--- src/hdl/spq_pkg.sv ---
// Shared constants, codes and item types of the stable priority queue.
package spq_pkg;

    localparam int CAPACITY  = 16;
    localparam int PRIO_BITS = 8;
    localparam int DATA_BITS = 32;
    localparam int CNT_W     = $clog2(CAPACITY + 1);

    typedef enum logic {
        OP_ENQ = 1'b0,
        OP_DEQ = 1'b1
    } t_opcode;

    typedef enum logic [1:0] {
        ST_OK    = 2'd0,
        ST_EMPTY = 2'd1,
        ST_FULL  = 2'd2
    } t_status;

    typedef struct packed {
        t_opcode                      opcode;
        logic signed [DATA_BITS-1:0]  data_in;
        logic        [PRIO_BITS-1:0]  prio_in;
    } t_spq_in;

    typedef struct packed {
        logic signed [DATA_BITS-1:0]  data_out;
        t_status                      status;
        logic signed [DATA_BITS-1:0]  front_data;
        logic                         is_empty;
        logic        [CNT_W-1:0]      entry_count;
    } t_spq_out;

    // Command broadcast to every cell of the chain.
    typedef struct packed {
        logic                         shift_in;
        logic                         shift_out;
        logic signed [DATA_BITS-1:0]  data;
        logic        [PRIO_BITS-1:0]  prio;
    } t_spq_ctl;

endpackage

--- src/hdl/spq_cell.sv ---
// One storage cell of the sorted chain: keeps, takes the new entry, or shifts.
module spq_cell (
    input  logic                                  i_clk,
    input  spq_pkg::t_spq_ctl                     i_ctl,
    input  logic                                  i_valid,
    input  logic                                  i_left_keep,
    input  logic signed [spq_pkg::DATA_BITS-1:0]  i_left_data,
    input  logic        [spq_pkg::PRIO_BITS-1:0]  i_left_prio,
    input  logic signed [spq_pkg::DATA_BITS-1:0]  i_right_data,
    input  logic        [spq_pkg::PRIO_BITS-1:0]  i_right_prio,
    output logic                                  o_keep,
    output logic signed [spq_pkg::DATA_BITS-1:0]  o_data,
    output logic        [spq_pkg::PRIO_BITS-1:0]  o_prio
);

    logic signed [spq_pkg::DATA_BITS-1:0] r_data, n_data;
    logic        [spq_pkg::PRIO_BITS-1:0] r_prio, n_prio;

    // An occupied cell whose priority does not exceed the new one stays put on an enqueue.
    assign o_keep = i_valid && (r_prio <= i_ctl.prio);

    always_comb begin
        n_data = r_data;
        n_prio = r_prio;
        if (i_ctl.shift_in) begin
            if (!o_keep && i_left_keep) begin
                n_data = i_ctl.data;
                n_prio = i_ctl.prio;
            end else if (!o_keep) begin
                n_data = i_left_data;
                n_prio = i_left_prio;
            end
        end else if (i_ctl.shift_out) begin
            n_data = i_right_data;
            n_prio = i_right_prio;
        end
    end

    always_ff @(posedge i_clk) begin
        r_data <= n_data;
        r_prio <= n_prio;
    end

    assign o_data = r_data;
    assign o_prio = r_prio;

endmodule

--- src/hdl/stable_priority_queue_top.sv ---
// Top level of the stable priority queue built as a chain of sorting cells.
//
//  Channel   Ports                      Direction  Transfer
//  command   start, busy, i_item        in         start high while busy low
//  result    o_done, o_result           out        o_done high for one cycle
//
// The chain of cells updates at the edge that accepts an item, and the
// result appears in the following cycle with o_done high. The cells decide
// locally and in parallel where the new entry lands, so the chain length
// sets only the fan-out of the command, not the cycle count. busy never
// rises, so a new item may follow in every cycle. Reset clears the entry
// count and the result strobe; cell contents are not cleared, since only
// cells below the count are ever read. The receiver cannot stall, so each
// result must be taken in the cycle it is shown.
module stable_priority_queue_top (
    input  logic               i_clk,
    input  logic               i_rst_n,
    input  logic               start,
    output logic               busy,
    input  spq_pkg::t_spq_in   i_item,
    output logic               o_done,
    output spq_pkg::t_spq_out  o_result
);

    logic                                  w_accept;
    logic                                  w_full;
    logic                                  w_empty;
    spq_pkg::t_spq_ctl                     w_ctl;

    logic                                  w_keep [spq_pkg::CAPACITY];
    logic signed [spq_pkg::DATA_BITS-1:0]  w_data [spq_pkg::CAPACITY];
    logic        [spq_pkg::PRIO_BITS-1:0]  w_prio [spq_pkg::CAPACITY];

    logic [spq_pkg::CNT_W-1:0]             r_count, n_count;
    logic                                  r_done, n_done;
    logic signed [spq_pkg::DATA_BITS-1:0]  r_data_out, n_data_out;
    spq_pkg::t_status                      r_status, n_status;

    // The queue finishes every item in the cycle it is taken.
    assign busy     = 1'b0;
    assign w_accept = start && !busy;
    assign w_full   = (r_count == spq_pkg::CNT_W'(spq_pkg::CAPACITY));
    assign w_empty  = (r_count == '0);

    // The command to the chain only moves entries when the item really
    // changes the queue; dropped or empty-error items leave the cells alone.
    always_comb begin
        w_ctl.shift_in  = w_accept && (i_item.opcode == spq_pkg::OP_ENQ) && !w_full;
        w_ctl.shift_out = w_accept && (i_item.opcode == spq_pkg::OP_DEQ) && !w_empty;
        w_ctl.data      = i_item.data_in;
        w_ctl.prio      = i_item.prio_in;
    end

    // Each cell sees its left and right neighbors. The leftmost cell treats
    // its missing neighbor as a kept entry, so it takes a new entry that
    // belongs at the front. The rightmost cell refills from itself on a
    // dequeue; its content is then beyond the count and never read.
    for (genvar g = 0; g < spq_pkg::CAPACITY; g++) begin : g_cell
        logic                                  w_valid;
        logic                                  w_lkeep;
        logic signed [spq_pkg::DATA_BITS-1:0]  w_ldata;
        logic        [spq_pkg::PRIO_BITS-1:0]  w_lprio;
        logic signed [spq_pkg::DATA_BITS-1:0]  w_rdata;
        logic        [spq_pkg::PRIO_BITS-1:0]  w_rprio;

        assign w_valid = (r_count > spq_pkg::CNT_W'(g));

        if (g == 0) begin : g_left_end
            assign w_lkeep = 1'b1;
            assign w_ldata = i_item.data_in;
            assign w_lprio = i_item.prio_in;
        end else begin : g_left
            assign w_lkeep = w_keep[g-1];
            assign w_ldata = w_data[g-1];
            assign w_lprio = w_prio[g-1];
        end

        if (g == spq_pkg::CAPACITY - 1) begin : g_right_end
            assign w_rdata = w_data[g];
            assign w_rprio = w_prio[g];
        end else begin : g_right
            assign w_rdata = w_data[g+1];
            assign w_rprio = w_prio[g+1];
        end

        spq_cell u_cell (
            .i_clk        (i_clk),
            .i_ctl        (w_ctl),
            .i_valid      (w_valid),
            .i_left_keep  (w_lkeep),
            .i_left_data  (w_ldata),
            .i_left_prio  (w_lprio),
            .i_right_data (w_rdata),
            .i_right_prio (w_rprio),
            .o_keep       (w_keep[g]),
            .o_data       (w_data[g]),
            .o_prio       (w_prio[g])
        );
    end

    // Count, status and dequeued data of the item being taken.
    always_comb begin
        n_count    = r_count;
        n_done     = w_accept;
        n_data_out = r_data_out;
        n_status   = r_status;
        if (w_accept) begin
            n_data_out = '0;
            n_status   = spq_pkg::ST_OK;
            if (i_item.opcode == spq_pkg::OP_ENQ) begin
                if (w_full) begin
                    n_status = spq_pkg::ST_FULL;
                end else begin
                    n_count = r_count + spq_pkg::CNT_W'(1);
                end
            end else begin
                if (w_empty) begin
                    n_status = spq_pkg::ST_EMPTY;
                end else begin
                    n_data_out = w_data[0];
                    n_count    = r_count - spq_pkg::CNT_W'(1);
                end
            end
        end
    end

    always_ff @(posedge i_clk) begin
        if (!i_rst_n) begin
            r_count <= '0;
            r_done  <= 1'b0;
        end else begin
            r_count <= n_count;
            r_done  <= n_done;
        end
        r_data_out <= n_data_out;
        r_status   <= n_status;
    end

    // The front entry and the count already reflect the finished item while
    // its result is shown.
    always_comb begin
        o_result.data_out    = r_data_out;
        o_result.status      = r_status;
        o_result.front_data  = (r_count != '0) ? w_data[0] : '0;
        o_result.is_empty    = (r_count == '0);
        o_result.entry_count = r_count;
    end

    assign o_done = r_done;

endmodule
--- config.mk ---
export PLATFORM = sky130hd
export DESIGN_NAME = stable_priority_queue_top
export DESIGN_NICKNAME = d
export VERILOG_FILES = /design/src/hdl/spq_pkg.sv /design/src/hdl/spq_cell.sv /design/src/hdl/stable_priority_queue_top.sv
export SDC_FILE = /design/constraint.sdc
export NUM_CORES = 2
export LEC_CHECK = 0
export ABC_AREA = 0
export BUFFER_PORTS_ARGS = -buffer_cell sky130_fd_sc_hd__buf_2
export CORE_ASPECT_RATIO = 0.5
export CORE_MARGIN = 2
export CORE_UTILIZATION = 45
export CTS_BUF_LIST = sky130_fd_sc_hd__clkbuf_8
export DETAILED_ROUTE_END_ITERATION = 7
export SYNTH_ARGS = -nofsm -noshare
export SYNTH_HDL_FRONTEND = slang
export SYNTH_SLANG_ARGS = --single-unit
--- constraint.sdc ---
create_clock -name i_clk -period 18.4 [get_ports i_clk]
set_input_delay 4.6 -clock i_clk [delete_from_list [all_inputs] [get_ports i_clk]]
set_output_delay 4.6 -clock i_clk [all_outputs]
set_load 0.05 [all_outputs]
==> results.md <==
- Slew headroom: 0.523%
- CTS Buffer Depth: 3
- Area grow syn2layout: 8.70%
- Die Width: 413 um
- F_max: 122 MHz
- Clock latency on the worst-skew pair: 0.82 ns
- Total power draw: 5.04 mW
- WP data required: 18.91 ns
- CP most frequent cell: buf_4
- Crit-path slowest cell: a211o_2
- PD cells: 123 mW/mm^2
- Initial antenna violation count: 0
- Via count: 32500
- Placeable core region: 0.0823 sq mm
- Tightest Hold Check Type: reg -> reg
- Final WS setup: 10.19 ns
- Proportion of synthesized chip area in sequential cells: 54.0%
- Total Wirelength: 147000 um
- # fillers: 7410
- Gr usage total: 33.3%
- WP buf/inv: 5
- Final GP Congestion: 0.910
- Drt wl/cell: 32.0 um
- R2r setup slk: 13.08 ns
- Final min period: 8.21 ns
- Num rows: 74
- Max Cap Viol: 1
- Post-CTS Setup Inserts: 0
- Final net count: 3585
- Most numerous cell in the Yosys netlist: nand2_1
- Drt drc: 0
- Clock transition at path regs: 0.07 ns
- WS Path Type: in -> reg
- DP HPWL: 80800 um
- Final number of setup-violating endpoints: 0
- R2R Path End: g_cell[10].u_cell.o_data[21]
- DIE AREA: 0.0863 sq mm
- Yosys reg bits: 680
- Synth unique cells: 56
- Crit Reg-Reg Startpoint: r_count[0]
- H-tree depth: 3
- Slew @ Worst Pin: 1.49 ns
- Routed Antenna Nets: 0
- Largest fanout on the critical path: 42
- EDFF count, synth: 674
- CP peak stage delay: 0.76 ns
- Final Max Slew Viols: 0
- Proportion of synthesized flip-flops having asynchronous set or reset: 0%
- Pre-CTS worst setup slack: 9.56 ns
- Commonest cells post-synth: 700 x nand2_1, 674 x edfxtp_1, 494 x a21oi_1
- First-pass GRT wire length: 212000 um
- Failing checks: capacitance limit
- Worst path depth: 12
- Clk sinks: 680
- # resized after CTS: 0
- Initial Util: 45.8%
- Post-Syn Nets: 3659
- Die Span Y: 209 um
- Worst hold slack: 0.537 ns
- Number of DRC markers in iteration 0: 5544
- Post-synth top area share: 53.7%
- Synthesized cell area: 0.0377 sq mm
- 1st-pass router iterations: 7
- Worst setup path endpoint: g_cell[6].u_cell.o_prio[0]
- Synth top area cells: edfxtp_1 54%, a221o_1 11%, nand2_1 7.0%, a21oi_1 6.6%, ha_1 4.4%
- Port Buffers: 116
- Avg Inst Size Synth: 10.8 sq um
- Final hold violations: 0
- Largest net degree at the start of global routing: 191
- Worst vdd ir: 0.0712 mV
- Crit-path cells: buf_2 > inv_1 > buf_4 > ha_1 > nand4_1 > nand2b_1 > a21oi_1 > a211o_2 > buf_4 > and2_2 > buf_4 > o311ai_1
- Synthesized netlist cell count: 3481
- CTS root buffer: clkbuf_8
- Clock skew: 0.0374 ns
- CP Launch Point: i_item[6]
- Tcrit/Tclk final: 44.6%
- LEAKAGE: 14.8 nW
- Vias in the first global route: 30500
- Status: finished, violations left
- Yosys warnings: 0
- Share of layout cells above drive strength 1: 12.3%
- RSZ-0062 raised after global routing: no
- Via density: 7.08
- CTS tree: done
- Top_reg_cell synth: edfxtp_1
- Cell family with most CP delay: buffers and inverters
- CP Launch Type: input pin
- Hold buffers post-CTS: 0
- Fin Setup TNS: 0 ns
- Top cell type by total area after synthesis: edfxtp_1
- Crit path DAT: 8.71 ns
- Worst Setup End Kind: flop
- Total CTS buffers: 103
- Gr ovfl total: 0
- FF-to-FF path depth: 9
- I/O pin count: 118
-- state kept, by name, indices dropped and copies added, names as in the netlist --
register / cells
r_data_out: 32
r_count: 5
r_status: 2
g_cell.u_cell.o_prio: 128
g_cell.u_cell.o_data: 512
o_done: 1
-- layout by cell type (no fill, tap or decap), types with 30 or more instances in the layout --
cell type,count
a221o_1,430
mux2_1,39
ha_1,134
inv_1,70
and2_1,71
clkbuf_8,105
o211ai_2,40
buf_2,115
nand2_1,700
edfxtp_1,674
a21oi_1,482
o21ai_0,30
o211ai_1,208
buf_4,91
nor2b_1,48
-- worst reg2reg max path: stages (launching register included) --
cell and delay [ns]:
dfxtp_1 0.63, inv_1 0.17, ha_1 0.25, nand4bb_1 0.16
and3b_4 0.62, buf_4 0.88, buf_4 0.77, buf_12 0.68
and2_1 0.80, a221o_1 0.24
-- how the worst min path moves through the flow --
stage,to,from,slack (ns),cells after the start
final,g_cell[14].u_cell.o_data[21],g_cell[15].u_cell.o_data[21],0.54,2
after global routing,g_cell[14].u_cell.o_data[28],g_cell[15].u_cell.o_data[28],0.57,2
after CTS,g_cell[14].u_cell.o_data[12],g_cell[15].u_cell.o_data[12],0.54,2
after detailed placement,g_cell[14].u_cell.o_data[27],g_cell[15].u_cell.o_data[27],0.51,2
after global placement,g_cell[14].u_cell.o_data[0],g_cell[15].u_cell.o_data[0],0.52,2
after floorplan,g_cell[14].u_cell.o_data[27],g_cell[15].u_cell.o_data[27],0.50,2
-- cells by family after synthesis --
kind of cell,synth area share [%]
buffers and inverters,4.38
AO/OA/AOI/OAI,25.0
adder cells (fa/ha/maj),4.45
other,0.00995
XOR/XNOR,0.0697
flip-flops,54.0
multiplexers,1.25
AND/OR/NAND/NOR,10.8
-- power breakdown --
group	internal, mW	total [mW]	switching, mW
registers	2.09	2.26	0.172
logic	0.419	1.59	1.17
clock network	0.530	1.19	0.663
-- final cells by class --
type                       instances  area (sq um)  share of cell area, %
sequential                       680         20400                   49.7
multi-input combinational       2384         16100                   39.2
clock buffer                     105          1450                   3.53
tap                             1102          1380                   3.36
timing repair buffer             207          1280                   3.12
clock inverter                    80           350                  0.855
inverter                          31           116                  0.284
antenna                            1          2.50                0.00611
-- per-layer routing --
metal	global-route usage [%]	share of wire [%]	up-vias	wire length [um]
met5	0	0	-	0
met4	11.2	3.4	0	5050
met3	9.52	14	370	21100
met2	46.0	41	2571	59800
met1	49.6	41	16200	60700
li1	-	-	13400	-
-- metrics by stage --
stage,cells,util [%],area (sq um)
final,4590,49.8,41000
after global placement,4404,47.6,39200
after global routing,4589,49.8,41000
after detailed placement,4404,47.6,39200
after floorplan,3481,-,37700
after CTS,4589,49.8,41000
Note: power is estimated with default switching activity, not from simulation.
